===== config.mk =====
export PLATFORM = sky130hd
export DESIGN_NAME = decimal_digit_sorter_flat
export DESIGN_NICKNAME = d
export VERILOG_FILES = /design/src/rtl/dds_pkg.sv /design/src/rtl/dds_if.sv /design/src/rtl/dds_div10.sv /design/src/rtl/decimal_digit_sorter.sv /design/src/flat_wrapper.sv
export SDC_FILE = /design/constraint.sdc
export NUM_CORES = 1
export LEC_CHECK = 0
export BUFFER_PORTS_ARGS = -buffer_cell sky130_fd_sc_hd__buf_2
export CAP_MARGIN = 25
export CORE_MARGIN = 1
export CORE_UTILIZATION = 66
export DETAILED_ROUTE_END_ITERATION = 16
export GPL_TIMING_DRIVEN = 0
export PLACE_DENSITY_LB_ADDON = 0.15
export SLEW_MARGIN = 40
export SYNTH_ARGS = -nofsm -noshare
export SYNTH_HDL_FRONTEND = slang
export SYNTH_SLANG_ARGS = --single-unit

===== constraint.sdc =====
create_clock -name clk -period 8.8 [get_ports clk]
set_input_delay 0.88 -clock clk [delete_from_list [all_inputs] [get_ports clk]]
set_output_delay 0.88 -clock clk [all_outputs]
set_load 0.05 [all_outputs]

===== src/rtl/dds_pkg.sv =====
// shared types and constants of the decimal digit sorter
`timescale 1ns / 1ps
`default_nettype none
package dds_pkg;
	localparam int VALUE_W  = 32;
	localparam int DIGIT_W  = 5;
	localparam int NUM_BINS = 10;
	localparam int BIN_W    = 4;
	// most digits a 32-bit value can have
	localparam int RESULT_CAP = 10;
	// reciprocal of ten: q = (x * RECIP10) >> RECIP_SHIFT for any 32-bit x
	localparam logic [VALUE_W-1:0] RECIP10 = 32'hCCCC_CCCD;
	localparam int RECIP_SHIFT = 35;

	typedef logic [VALUE_W-1:0]        mag_t;
	typedef logic signed [VALUE_W-1:0] value_t;
	typedef logic signed [DIGIT_W-1:0] digit_t;
	typedef logic [BIN_W-1:0]          bin_idx_t;
endpackage
`default_nettype wire


===== src/rtl/dds_if.sv =====
// valid/ready channels for input and result words
`timescale 1ns / 1ps
`default_nettype none
interface dds_in_if;
	logic            valid;
	logic            ready;
	dds_pkg::value_t value;
	modport source (output valid, output value, input ready);
	modport sink   (input valid, input value, output ready);
endinterface

interface dds_out_if;
	logic            valid;
	logic            ready;
	dds_pkg::digit_t digit;
	logic            last;
	modport source (output valid, output digit, output last, input ready);
	modport sink   (input valid, input digit, input last, output ready);
endinterface
`default_nettype wire


===== src/rtl/dds_div10.sv =====
// shared divide-by-ten unit: registered reciprocal multiply, then remainder
`timescale 1ns / 1ps
`default_nettype none
module dds_div10 (
	input  wire logic              clk,
	input  wire dds_pkg::mag_t     x,
	output dds_pkg::mag_t          quot,
	output dds_pkg::bin_idx_t      rem
);
	logic [2*dds_pkg::VALUE_W-1:0] prod_s1;
	dds_pkg::mag_t                 x_s1;
	dds_pkg::mag_t                 quot10;
	dds_pkg::mag_t                 diff;

	always_ff @(posedge clk) begin
		prod_s1 <= {{dds_pkg::VALUE_W{1'b0}}, x} * {{dds_pkg::VALUE_W{1'b0}}, dds_pkg::RECIP10};
		x_s1    <= x;
	end

	// quotient * 10 as two shifted copies
	assign quot   = dds_pkg::VALUE_W'(prod_s1 >> dds_pkg::RECIP_SHIFT);
	assign quot10 = (quot << 3) + (quot << 1);
	assign diff   = x_s1 - quot10;
	assign rem    = diff[dds_pkg::BIN_W-1:0];
endmodule
`default_nettype wire


===== src/rtl/decimal_digit_sorter.sv =====
// top level of the decimal digit sorter
`timescale 1ns / 1ps
`default_nettype none
// Takes one signed 32-bit word and returns its decimal digits in ascending
// order, one result word per digit, with last set on the final one; a zero
// input gives no result words. Digits of a negative input are truncated
// remainders in -9..0. Only the MAX_DIGITS lowest-order digits are kept
// (never more than ten). The input is taken when the block is idle;
// each digit then passes through the shared divide-by-ten unit, first in
// the multiply state and then in the remainder state.
// The digits are counted into ten bins, and emission walks the bins in
// order, skipping each empty bin and sending one digit per cycle while the
// output register can take it. The output register lets the next input
// word be taken while the final result word still waits to be read.
module decimal_digit_sorter #(
	parameter int MAX_DIGITS = 10
) (
	input  wire logic  clk,
	input  wire logic  arst_n,
	dds_in_if.sink     item,
	dds_out_if.source  result
);
	// effective digit cap and width of the per-bin counts
	localparam int LIMIT = (MAX_DIGITS > dds_pkg::RESULT_CAP) ? dds_pkg::RESULT_CAP : MAX_DIGITS;
	localparam int CNT_W = $clog2(LIMIT + 1);

	// sequencer codes
	localparam logic [1:0] ST_IDLE = 2'd0;
	localparam logic [1:0] ST_MUL  = 2'd1;
	localparam logic [1:0] ST_REM  = 2'd2;
	localparam logic [1:0] ST_EMIT = 2'd3;

	logic [1:0]          state_q;
	dds_pkg::mag_t       mag_q;
	logic                neg_q;
	logic [CNT_W-1:0]    cnt_q;
	logic [CNT_W-1:0]    left_q;
	logic [CNT_W-1:0]    bin_q [dds_pkg::NUM_BINS];
	dds_pkg::bin_idx_t   rank_q;
	logic                out_valid_q;
	dds_pkg::digit_t     out_digit_q;
	logic                out_last_q;

	dds_pkg::mag_t       in_mag;
	dds_pkg::mag_t       quot;
	dds_pkg::bin_idx_t   rem;
	dds_pkg::bin_idx_t   sel_bin;
	logic [CNT_W-1:0]    cnt_nxt;
	logic                slot_free;
	logic                in_fire;
	logic                emit_fire;

	// magnitude of the input; the most negative value maps to 2^31 exactly
	assign in_mag = item.value[dds_pkg::VALUE_W-1] ? (~item.value + 1'b1) : item.value;

	assign item.ready = (state_q == ST_IDLE);
	assign in_fire    = item.valid && item.ready;

	// shared divider works on the running quotient
	dds_div10 u_div10 (
		.clk  (clk),
		.x    (mag_q),
		.quot (quot),
		.rem  (rem)
	);

	assign cnt_nxt = cnt_q + 1'b1;

	// ascending order: small magnitudes first when positive, large when negative
	assign sel_bin = neg_q ? (dds_pkg::bin_idx_t'(dds_pkg::NUM_BINS - 1) - rank_q) : rank_q;

	// output register can take a word when empty or being drained
	assign slot_free = !out_valid_q || result.ready;

	// a digit moves into the output register this cycle
	assign emit_fire = (state_q == ST_EMIT) && (bin_q[sel_bin] != '0) && slot_free;

	assign result.valid = out_valid_q;
	assign result.digit = out_digit_q;
	assign result.last  = out_last_q;

	// control and sequencer
	always_ff @(posedge clk or negedge arst_n) begin
		if (!arst_n) begin
			state_q     <= ST_IDLE;
			out_valid_q <= 1'b0;
		end else begin
			if (emit_fire) begin
				out_valid_q <= 1'b1;
			end else if (out_valid_q && result.ready) begin
				out_valid_q <= 1'b0;
			end
			unique case (state_q)
				ST_IDLE: begin
					if (in_fire && (item.value != '0)) begin
						state_q <= ST_MUL;
					end
				end
				ST_MUL: begin
					state_q <= ST_REM;
				end
				ST_REM: begin
					// stop when the quotient runs out or the cap is hit
					if ((quot == '0) || (cnt_nxt == CNT_W'(LIMIT))) begin
						state_q <= ST_EMIT;
					end else begin
						state_q <= ST_MUL;
					end
				end
				ST_EMIT: begin
					if (emit_fire && (left_q == CNT_W'(1))) begin
						state_q <= ST_IDLE;
					end
				end
				default: begin
					state_q <= ST_IDLE;
				end
			endcase
		end
	end

	// datapath: running quotient, digit bins, emission walk, output word
	always_ff @(posedge clk) begin
		unique case (state_q)
			ST_IDLE: begin
				if (in_fire) begin
					mag_q  <= in_mag;
					neg_q  <= item.value[dds_pkg::VALUE_W-1];
					cnt_q  <= '0;
					rank_q <= '0;
					for (int b = 0; b < dds_pkg::NUM_BINS; b++) begin
						bin_q[b] <= '0;
					end
				end
			end
			ST_MUL: begin
			end
			ST_REM: begin
				bin_q[rem] <= bin_q[rem] + 1'b1;
				mag_q      <= quot;
				cnt_q      <= cnt_nxt;
				left_q     <= cnt_nxt;
			end
			ST_EMIT: begin
				if (bin_q[sel_bin] == '0) begin
					rank_q <= rank_q + 1'b1;
				end else if (slot_free) begin
					bin_q[sel_bin] <= bin_q[sel_bin] - 1'b1;
					left_q         <= left_q - 1'b1;
					out_last_q     <= (left_q == CNT_W'(1));
					out_digit_q    <= neg_q ? -dds_pkg::digit_t'({1'b0, sel_bin})
					                        : dds_pkg::digit_t'({1'b0, sel_bin});
				end
			end
			default: begin
			end
		endcase
	end
endmodule
`default_nettype wire


===== src/flat_wrapper.sv =====
// flat-port wrapper written by rule: the top's interface ports become plain ports
module decimal_digit_sorter_flat 
#(
	parameter int MAX_DIGITS = 10
)
  (clk, arst_n, item_valid, item_value, item_ready, result_valid, result_digit, result_last, result_ready);
  dds_in_if item_i ();
  dds_out_if result_i ();
  input  wire logic clk;
  input  wire logic arst_n;
  input wire logic [$bits(item_i.valid)-1:0] item_valid;
  input wire logic [$bits(item_i.value)-1:0] item_value;
  output wire logic [$bits(item_i.ready)-1:0] item_ready;
  output wire logic [$bits(result_i.valid)-1:0] result_valid;
  output wire logic [$bits(result_i.digit)-1:0] result_digit;
  output wire logic [$bits(result_i.last)-1:0] result_last;
  input wire logic [$bits(result_i.ready)-1:0] result_ready;
  assign item_i.valid = item_valid;
  assign item_i.value = item_value;
  assign item_ready = item_i.ready;
  assign result_valid = result_i.valid;
  assign result_digit = result_i.digit;
  assign result_last = result_i.last;
  assign result_i.ready = result_ready;
  decimal_digit_sorter #(.MAX_DIGITS(MAX_DIGITS)) u_core (.clk(clk), .arst_n(arst_n), .item(item_i), .result(result_i));
endmodule

=== Word-level counts from Yosys, hierarchy flattened ===
Memory sizes are Yosys's and may differ from the RTL's.
Index checks and enable logic that the tools add are counted.

* Bits in registers: 122
* Bits in writable memories: 40
* Output and inout port bits: 8
* Word-level logic and storage cells: 96
* Memories kept: 1

* Add/sub/neg operators: 10
* Multiply operators: 1
* Equality and inequality tests: 11
* Multiplexer cells: 33
* Bitwise logic cells: 2
* Reductions and logical operators: 26

{| class="wikitable"
|+ Memories
! name !! depth !! bits a word !! read ports !! clocked after memory_dff !! wr ports !! RTL line !! text
|-
| u_core.bin_q || 10 || 4 || 2 || 0 || 10 || decimal_digit_sorter.sv:38 || <nowiki>logic [CNT_W-1:0] bin_q [dds_pkg::NUM_BINS];</nowiki>
|}

{| class="wikitable"
|+ Operators by type and width
! operator !! count
|-
| multiplier 32 x 32 -> 64 bit, second input constant || 1
|-
| two-way mux 32 bit || 2
|-
| case mux 32 bit (2 select lines) || 1
|-
| two-way mux 4 bit || 10
|-
| adder 32 x 1 -> 32 bit, second input constant || 1
|-
| logical NOT 32 bit || 1
|-
| inverter 32 bit || 1
|-
| nonzero test 32 bit || 1
|-
| case mux 4 bit (2 select lines) || 3
|-
| two-way mux 1 bit || 13
|-
| adder 4 x 1 -> 4 bit, second input constant || 3
|-
| != test 2 bit, second input constant || 5
|-
| AND reduction 3 bit || 3
|-
| case mux 2 bit (4 select lines) || 1
|-
| nonzero test 2 bit || 4
|-
| OR reduction 4 bit || 2
|-
| subtractor 4 x 1 -> 4 bit, second input constant || 2
|-
| logical AND 1 bit || 6
|-
| two-way mux 2 bit || 3
|-
| AND reduction 2 bit || 3
|-
| negator 4 -> 5 bit || 1
|-
| adder 4 bit || 1
|-
| equality test 2 bit, second input constant || 2
|-
| equality test 4 x 1 -> 1 bit, second input constant || 1
|-
| 11 further kinds || 12
|}

=== Longest topological paths before layout ===
Gate-level depths: netlist (run 1).
An unclocked memory read counts as a cell.

* Depth in word-level cells: 9
* Mapped depth: 25

=== Modules after synthesis ===
A second synthesis (run 1) with hierarchy kept.

* Cells, all modules: 2387
* Area, all modules: 24830.1 um2

{| class="wikitable"
|+ By module, submodules not included
! module !! times used !! cells each !! area an instance (um2) !! sequential area each (um2)
|-
| dds_div10 || 1 || 1834 || 17977.2 || 660.6
|-
| decimal_digit_sorter || 1 || 553 || 6852.8 || 3528.4
|}

=== Worst setup path after synthesis (run 1) ===
No wires, ideal clock.

* Kind: reg-to-reg
* Start: register u_core.mag_q[18]
* End: register u_core.u_div10.prod_s1[63] in the netlist's numbering
* Library setup time: 72 ps
* Data arrival time: 6805 ps
* Slack: 1923 ps
* Cell stages (with the launch flop): 24
* Clock period less this slack: 6877 ps
* Path through: edfxtp_1 -> ha_1 -> inv_1 -> fa_1 -> inv_1 -> fa_1 -> inv_1 -> fa_1 -> inv_1 -> fa_1 -> fa_1 -> fa_1 -> inv_1 -> fa_1 -> inv_1 -> ha_1 -> nand3_1 -> or3_1 -> nor3_1 -> a21oi_1 -> o31ai_1 -> a211oi_1 -> o31ai_1 -> xnor2_1

* Cells in the longest elaborated chain, start to end: 1

{| class="wikitable"
|+ Ends and longest elaborated chain
! what !! RTL line !! text
|-
| start, declared || decimal_digit_sorter.sv:34 || <nowiki>dds_pkg::mag_t mag_q;</nowiki>
|-
| start signal, assigned || decimal_digit_sorter.sv:127 || <nowiki>mag_q <= in_mag;</nowiki>
|-
| start signal, assigned || decimal_digit_sorter.sv:140 || <nowiki>mag_q <= quot;</nowiki>
|-
| multiplier 32 x 32 -> 64 bit || dds_div10.sv:16 || <nowiki>prod_s1 <= {{dds_pkg::VALUE_W{1'b0}}, x} * {{dds_pkg::VALUE_W{1'b0}}, dds_pkg::RECIP10};</nowiki>
|-
| end signal, assigned || dds_div10.sv:16 ||
|-
| end, declared || dds_div10.sv:10 || <nowiki>logic [2*dds_pkg::VALUE_W-1:0] prod_s1;</nowiki>
|}

Every way passes these cells.
A chain may end at the register's enable or synchronous reset.

=== Worst setup path in the final report (run 1) ===
* Start: register u_core.mag_q[13]
* End: register u_core.u_div10.prod_s1[63] in the netlist's numbering

Same word-level chain as after synthesis.

==> results of run 1 <==
## state kept, by name, indices dropped and copies added, names as in the netlist
signal	flops
u_core.bin_q	64
u_core.mag_q	32
u_core.u_div10.prod_s1	29
u_core.result.digit	5
u_core.cnt_q	4
u_core.left_q	4
u_core.rank_q	4
u_core.u_div10.x_s1	4
u_core.state_q	2
u_core.neg_q	1
u_core.result.last	1
u_core.result.valid	1
## synth_stat cells (all sizes together), types with 4 or more instances
| library cell | n |
|---|---|
| xnor2 | 41 |
| nor4 | 8 |
| buf | 9 |
| xor2 | 84 |
| ha | 362 |
| o22ai | 5 |
| or2 | 4 |
| o31ai | 14 |
| o41ai | 5 |
| clkbuf | 23 |
| nor3 | 10 |
| nand2b | 5 |
| fa | 387 |
| o21ai | 80 |
| nand4 | 9 |
| and3 | 7 |
| nor2 | 77 |
| nand2 | 120 |
| or4 | 8 |
| nor2b | 22 |
| o21a | 6 |
| mux2i | 11 |
| inv | 569 |
| a21oi | 71 |
| dfxtp | 33 |
| mux4 | 34 |
| a211oi | 11 |
| edfxtp | 115 |
| nand3 | 19 |
| o2111ai | 4 |
| and2 | 13 |
| a31oi | 10 |
| a21o | 39 |
| o211ai | 6 |
## final timing paths
path,from,to,slack (ns),depth (start not counted)
worst max-delay path,u_core.mag_q[13]$_DFFE_PP_,u_core.u_div10.prod_s1[63]$_DFF_P_,0.36,22
worst min-delay path,arst_n,u_core.result.valid$_DFFE_PN0P_,0.24,1
worst max register to register,u_core.mag_q[13]$_DFFE_PP_,u_core.u_div10.prod_s1[63]$_DFF_P_,0.36,22
worst min register to register,u_core.u_div10.prod_s1[61]$_DFF_P_,u_core.mag_q[26]$_DFFE_PP_,0.54,2
max in group asynchronous,arst_n,u_core.state_q[1]$_DFFE_PN0P_,8.44,1
min in group clk,u_core.u_div10.prod_s1[61]$_DFF_P_,u_core.mag_q[26]$_DFFE_PP_,0.54,2
## metal layers
metal / GRT usage / share of wire
met1: 0.5026 / 0.41
met2: 0.5743 / 0.45
met4: 0.1317 / 0.035
met3: 0.08783 / 0.10
met5: 0 / 0
## through the flow
step                std cells  utilization  instance area (µm²)
CTS                      2795       0.7103                25320
detailed placement       2763       0.6944                24760
global route             2795       0.7105                25330
finish                   2796       0.7106                25340
global placement         2763       0.6939                24740
floorplan                2259            -                23950
## worst max-delay path, cell delays in order (launching register included)
cell       delay (ns)
edfxtp_1         0.58
ha_1             0.67
inv_1            0.18
fa_1             0.52
inv_1            0.05
fa_1             0.50
inv_1            0.05
fa_1             0.50
inv_1            0.06
fa_1             0.57
fa_1             0.43
fa_1             0.40
fa_1             0.46
ha_1             0.39
nand2_1          0.21
o21ai_0          0.46
a41oi_1          0.11
o2111ai_1        0.30
a21oi_1          0.27
o31ai_1          0.77
a211oi_2         0.28
o31ai_1          0.44
xnor2_1          0.16
## cell families (layout without fill, tap and decap cells)
logic type,after synthesis,count (layout),share of synthesized area
AOI/OAI and AO/OA,276,276,0.07351
DFF,151,151,0.1749
muxes,45,45,0.03751
buffers and inverters,601,676,0.09472
adders and majority gates,749,749,0.5126
other,0,1,0
xor gates and xnor gates,125,125,0.04603
and+or+nand+nor,312,312,0.06071
## area by class of cell
type | count | area (µm²)
antenna | 1 | 2.502
tap | 461 | 576.8
clock inverter | 15 | 141.4
multi-input combinational | 1507 | 17520
buffer | 32 | 132.6
sequential | 151 | 4189
clock buffer | 17 | 425.4
inverter | 569 | 2136
fill | 2710 | 10320
timing repair buffer | 43 | 215.2
==> qor.txt, run 1 <==
First-pass GRT wire length: 99.02 mm
Htree depth: 4
Least-Margin Pin Slew: 0.8209 ns
CTS tree: built
Warning count from the yosys run: 0
Core Area: 35660 µm²
Setup Fix Bufs, Post-CTS: 0
Number of CTS-inserted buffers: 17
CTS Hold Buffers Added: 0
Unrepaired setup endpoints after global routing: no
Starting DRT DRC Count: 1436
F_max: 0.1184 GHz
Vias per cell: 5.943
DR pass1 iterations: 5
Final worst slack: 0.3556 ns
Die H: 192.5 µm
Status: completed
Flop and latch count out of synthesis: 151
Commonest non-fill, non-tap cell in the layout: inv_1
Main synth FF type: edfxtp_1
I/O pins: 44
Type of the worst min-delay path: input pin to asynchronous set/reset pin
Final setup violation count: 0
Cell area after synthesis: 23950 µm²
# clock sinks: 151
Root buffer cell: clkbuf_16
Post-Synthesis Cells: 2259
Dpl ws: 0.3811 ns
CP startpoint kind: register
CP required: 9.16 ns
Final ANT Viol Nets: 0
Row cnt: 69
PortBufs: 43
Fin. Hold Viols: 0
GRT Total Usage: 0.3678
WS Path Type: register to register
Die area: 37050 µm²
Sum Neg Setup Slack: 0 ns
CP Max Fanout: 6
Vias in the first global route: 17.86k
Post-synthesis cell type count: 71
RePlAce Congestion: 1.025
Final HPWL DP: 54.69 mm
Vias: 16.62k
Worst-path clk slew: 0.07 ns
Post_cts resized: 0
Post-synth EDFFs: 115
Initial antenna violation count: 1
Minimum clock period: 8.444 ns
Slew margin rel.: 0.4481
Worst hold slack: 0.2445 ns
Pin count of the biggest net entering global routing: 38
Clk_lat worst skew: 0.43 ns
GRT overflow: 0
Synth async-reset ratio: 0.01987
Crit path DAT: 8.80 ns
Clk_skew: 0.01026 ns
Starting Density: 0.6717
Fin crit share: 0.9596
Post-synthesis net count: 3044
Slew Viols, Final: 0
Top cell type by total area after synthesis: fa_1
Post-Route WL: 63.33 mm
Max-cap violations: 0
Post-synthesis sequential area ratio: 0.1749
CP endpoint kind: register
DRC: 0
Largest cells by area after synthesis: fa_1, ha_1, edfxtp_1, inv_1, xor2_1
Clock Path Buffers: 2
Share of cells above drive strength 1: 0.05527
Syn-to-layout area delta: 5.794%
NumNets Final: 3106
Most frequent cells in the layout: inv_1, fa_1, ha_1
Die W: 192.5 µm
Synth Area per Inst: 10.60 µm²
Synth top area share: 0.3235
WL/cell: 22.65 µm
Power of run 1 is not shown: default switching activity piles up to over one toggle a cycle in this logic, so the estimate is an artifact.
==> inputs of run 2 (changes only) <==
PLACE_DENSITY = 0.82   (was unset)
PLACE_DENSITY_LB_ADDON = unset   (was 0.15)
==> qor.txt, run 2 (synthesized netlist as in run 1, its figures left out) <==
Final HPWL DP: 54.92 mm
Commonest non-fill, non-tap cell in the layout: inv_1
Vias in the first global route: 18.21k
CP startpoint kind: register
Critical-path cell list: ha_1 -> clkbuf_1 -> xor2_1 -> ha_1 -> a21o_1 -> fa_1 -> inv_1 -> fa_1 -> inv_1 -> fa_1 -> fa_1 -> fa_1 -> fa_1 -> ha_1 -> a211oi_1 -> o21ai_0 -> a41oi_1 -> o2111ai_1 -> a21oi_1 -> o31ai_1 -> a211oi_1 -> o21ai_0 -> xor2_1
# clock sinks: 151
Syn-to-layout area delta: 5.757%
Slew margin rel.: 0.4349
Slew Viols, Final: 0
Final core utilization: 0.7104
RePlAce Congestion: 1.058
WL/cell: 22.86 µm
Root buffer cell: clkbuf_16
Reg2Reg Depth: 23
Pin count of the biggest net entering global routing: 38
DR pass1 iterations: 6
Worst reg2reg setup slack: 0.33 ns
Most common cell on crit path: fa_1
R2R Path Start: u_core.mag_q[7]$_DFFE_PP_
PortBufs: 43
Worst path slowest cell: a211oi_1
Share of cells above drive strength 1: 0.05401
Fin crit share: 0.9629
Final ANT Viol Nets: 0
Clock Path Buffers: 2
Number of CTS-inserted buffers: 17
GRT overflow: 0
Setup Fix Bufs, Post-CTS: 0
DRC: 0
Type of the worst min-delay path: input pin to asynchronous set/reset pin
N_diodes: 0
CTS tree: built
Vias per cell: 6.037
Minimum clock period: 8.473 ns
Most flop-heavy register: u_core.bin_q
CP required: 9.10 ns
Die H: 192.5 µm
Post-Route WL: 63.88 mm
Largest register FFs: 64
Placed insts: 2763
Die area: 37050 µm²
FF-to-FF End: u_core.u_div10.prod_s1[58]$_DFF_P_
Starting DRT DRC Count: 1495
Initial antenna violation count: 0
WS Path Type: register to register
CP Max Fanout: 8
Worst-path clk slew: 0.07 ns
Fin. Hold Viols: 0
Clk_lat worst skew: 0.43 ns
Top Registers: u_core.bin_q x64, u_core.mag_q x32, u_core.u_div10.prod_s1 x29
Least-Margin Pin Slew: 0.8426 ns
Htree depth: 4
Starting Density: 0.6717
Row cnt: 69
CP endpoint kind: register
Core Area: 35660 µm²
CP max stage delay: 0.75 ns
Clk_skew: 0.01154 ns
Status: completed
Post_cts resized: 0
Unrepaired setup endpoints after global routing: no
CTS Hold Buffers Added: 0
Most frequent cells in the layout: inv_1, fa_1, ha_1
F_max: 0.1180 GHz
Max-cap violations: 0
GRT Total Usage: 0.3729
Vias: 16.87k
Die W: 192.5 µm
Non-Filler Instances: 2794
First-pass GRT wire length: 101.2 mm
Fillers: 2509
Crit path DAT: 8.77 ns
I/O pins: 44
Final instance area: 25330 µm²
Final setup violation count: 0
Sum Neg Setup Slack: 0 ns
NumNets Final: 3106
Placed Area: 24750 µm²
run 2: cell count changes in the layout (fill, tap and decap cells not counted), sizes merged:
cell / previous run / this run
clkinv: 4 / 3
clkinvlp: 4 / 3
diode: 1 / 0
inv: 575 / 576
run 2: stage by stage:
step / hold WS, ns / worst slack, ns
final: 0.2479 / 0.3269
after global routing: 0.2432 / 0.08012
after CTS: 0.2428 / 0.4071
after detailed placement: 0.5290 / 0.4304
after global placement: 0.5431 / 0.4390
after floorplan: 0.4956 / 1.923
run 2: critical path: cells and delay by family (launching register included):
family	cells	cell delay, ns
AO/OA/AOI/OAI	9	2.87
adder cells (fa/ha/maj)	9	3.93
XOR/XNOR	2	0.32
buffers and inverters	3	0.47
flip-flops	1	0.74
run 2: worst max-delay path by stage:
stage | startpoint | endpoint | slack (ns) | cells after the start
2_1_floorplan | u_core.mag_q[18]$_DFFE_PP_ | u_core.u_div10.prod_s1[63]$_DFF_P_ | 1.92 | 23
3_3_place_gp | u_core.mag_q[9]$_DFFE_PP_ | u_core.u_div10.prod_s1[58]$_DFF_P_ | 0.44 | 22
3_5_place_dp | u_core.mag_q[7]$_DFFE_PP_ | u_core.u_div10.prod_s1[58]$_DFF_P_ | 0.43 | 23
4_1_cts | u_core.mag_q[7]$_DFFE_PP_ | u_core.u_div10.prod_s1[58]$_DFF_P_ | 0.41 | 23
5_1_grt | u_core.mag_q[8]$_DFFE_PP_ | u_core.u_div10.prod_s1[63]$_DFF_P_ | 0.08 | 21
6_report | u_core.mag_q[7]$_DFFE_PP_ | u_core.u_div10.prod_s1[58]$_DFF_P_ | 0.33 | 23
run 2: per-layer routing:
metal,track usage,vias to the layer above,share of wire
met1,0.4905,8378,0.39
met3,0.09856,167,0.11
met2,0.5955,903,0.47
li1,-,7419,-
met5,0,-,0
met4,0.1372,0,0.039
run 2: area by class of cell:
type	instances	area, µm²	share of cell area
buffer	32	132.6	0.005236
clock buffer	17	425.4	0.01680
clock inverter	14	140.1	0.005533
inverter	569	2136	0.08433
tap	461	576.8	0.02277
timing repair buffer	43	215.2	0.008497
sequential	151	4189	0.1654
multi-input combinational	1507	17510	0.6914
Power of run 2 is left out for the same reason.
==> inputs of run 3 (changes only) <==
SYNTH_HIERARCHICAL = 1   (was unset)
==> qor.txt, run 3 <==
Worst-path clk slew: 0.07 ns
Top cell type by total area after synthesis: fa_1
Synth top area share: 0.3112
CP required: 9.13 ns
CP endpoint kind: register
Clk_lat worst skew: 0.44 ns
Post-Synthesis Cells: 2387
Setup Fix Bufs, Post-CTS: 0
WS Path Type: register to register
Root buffer cell: clkbuf_16
Final setup violation count: 0
Placed insts: 2900
PortBufs: 43
Non-Filler Instances: 2932
Post-synthesis cell type count: 90
Slew Viols, Final: 0
Crit path DAT: 8.77 ns
Minimum clock period: 8.441 ns
Top post-synthesis cells by count: inv_1, fa_1, ha_1
NumNets Final: 3235
Vias: 17.89k
CP startpoint kind: register
Starting Density: 0.6750
Most common cell in the netlist: inv_1
GRT overflow: 0
WL/cell: 23.09 µm
Final worst slack: 0.3587 ns
Vias per cell: 6.100
Vias in the first global route: 19.03k
Footprint of the multi-input gates: 17730 µm²
Slew margin rel.: 0.4443
I/O pins: 44
Post-synth EDFFs: 115
CTS tree: built
Synth Area per Inst: 10.40 µm²
Clock Path Buffers: 2
Core Area: 36790 µm²
Status: completed
Largest register FFs: 64
Max-cap violations: 0
Die area: 38400 µm²
Fin. Hold Viols: 0
Post-Route WL: 67.71 mm
Flop and latch count out of synthesis: 151
Cell area after synthesis: 24830 µm²
Htree depth: 4
Fin crit share: 0.9592
Commonest non-fill, non-tap cell in the layout: inv_1
Final HPWL DP: 57.69 mm
Least-Margin Pin Slew: 0.8335 ns
Share of cells above drive strength 1: 0.08239
Unrepaired setup endpoints after global routing: no
Type of the worst min-delay path: input pin to asynchronous set/reset pin
Synth async-reset ratio: 0.01987
Pin count of the biggest net entering global routing: 37
CTS Hold Buffers Added: 0
Most frequent cells in the layout: inv_1, fa_1, ha_1
Largest cells by area after synthesis: fa_1, ha_1, edfxtp_1, inv_1, mux4_2
Placed Area: 25660 µm²
Die H: 196.0 µm
Top Registers: u_core/bin_q x64, u_core/mag_q x32, u_core/u_div10/prod_s1 x29
Row cnt: 70
Main synth FF type: edfxtp_1
CP Max Fanout: 5
N_diodes: 0
Post_cts resized: 0
Reg area: 4189 µm²
Warning count from the yosys run: 6
Fillers: 2652
Final ANT Viol Nets: 0
F_max: 0.1185 GHz
Final instance area: 26270 µm²
Starting DRT DRC Count: 1568
Syn-to-layout area delta: 5.790%
Clk_skew: 0.007775 ns
Number of CTS-inserted buffers: 17
RePlAce Congestion: 1.045
DR pass1 iterations: 8
First-pass GRT wire length: 106.3 mm
Initial antenna violation count: 0
# clock sinks: 151
Most flop-heavy register: u_core/bin_q
Die W: 196.0 µm
Post-synthesis sequential area ratio: 0.1687
Sum Neg Setup Slack: 0 ns
DRC: 0
GRT Total Usage: 0.3731
Dpl ws: 0.1937 ns
run 3: cells by family after synthesis:
family | count (synthesis) | synth area share
compound gates | 282 | 0.07856
mux | 39 | 0.03447
xor+xnor | 126 | 0.04520
other cells | 1 | 0.0001510
simple gates | 296 | 0.06007
fa+ha+maj | 748 | 0.4936
flops | 151 | 0.1687
buf+inv | 744 | 0.1192
run 3: routing by layer:
layer / global-route usage / up-vias / share of wire
li1: - / 7749 / -
met1: 0.4894 / 8926 / 0.39
met2: 0.6089 / 1014 / 0.47
met3: 0.08166 / 196 / 0.097
met4: 0.1424 / 0 / 0.042
met5: 0.005109 / - / 0
run 3: layout make-up:
type,instances,area share
clock buffers,18,0.01634
plain buffers,77,0.01729
multi-input cells,1494,0.6750
well taps,468,0.02229
flip-flops and latches,151,0.1595
repair buffers,43,0.008193
clock inverters,14,0.006049
inverters,667,0.09541
run 3: worst paths after layout:
| kind | depth (start not counted) | from | to | slack, ns |
|---|---|---|---|---|
| max | 24 | u_core/mag_q[16]$_DFFE_PP_ | u_core/u_div10/prod_s1[56]$_DFF_P_ | 0.36 |
| min | 1 | arst_n | u_core/result.valid$_DFFE_PN0P_ | 0.23 |
| max reg2reg | 24 | u_core/mag_q[16]$_DFFE_PP_ | u_core/u_div10/prod_s1[56]$_DFF_P_ | 0.36 |
| min reg2reg | 3 | u_core/u_div10/prod_s1[52]$_DFF_P_ | u_core/mag_q[17]$_DFFE_PP_ | 0.63 |
| max in group asynchronous | 1 | arst_n | u_core/state_q[0]$_DFFE_PN0P_ | 8.45 |
| min in group clk | 3 | u_core/u_div10/prod_s1[52]$_DFF_P_ | u_core/mag_q[17]$_DFFE_PP_ | 0.63 |
run 3: critical path: stages, from the launching register on:
cell and delay (ns):
edfxtp_1 0.60, ha_1 0.59, inv_1 0.22, fa_1 0.52, inv_1 0.07, fa_1 0.53
inv_1 0.05, fa_1 0.51, inv_1 0.05, fa_1 0.47, fa_1 0.52, fa_1 0.54
inv_1 0.05, fa_1 0.53, inv_1 0.06, ha_1 0.42, and3_1 0.25, nor4b_2 0.51
o2111a_1 0.32, o221ai_2 0.19, a311oi_1 0.53, o21ai_0 0.22, a211oi_1 0.36, nor2_1 0.09
xnor2_1 0.13
run 3: per-stage QoR:
| step | hold slack (ns) | utilization |
|---|---|---|
| 6_report | 0.2316 | 0.7141 |
| 5_1_grt | 0.2260 | 0.7141 |
| 2_1_floorplan | 0.4826 | - |
| 3_3_place_gp | 0.5974 | 0.6970 |
| 4_1_cts | 0.2219 | 0.7136 |
| 3_5_place_dp | 0.6097 | 0.6976 |
Power of run 3 is left out for the same reason.
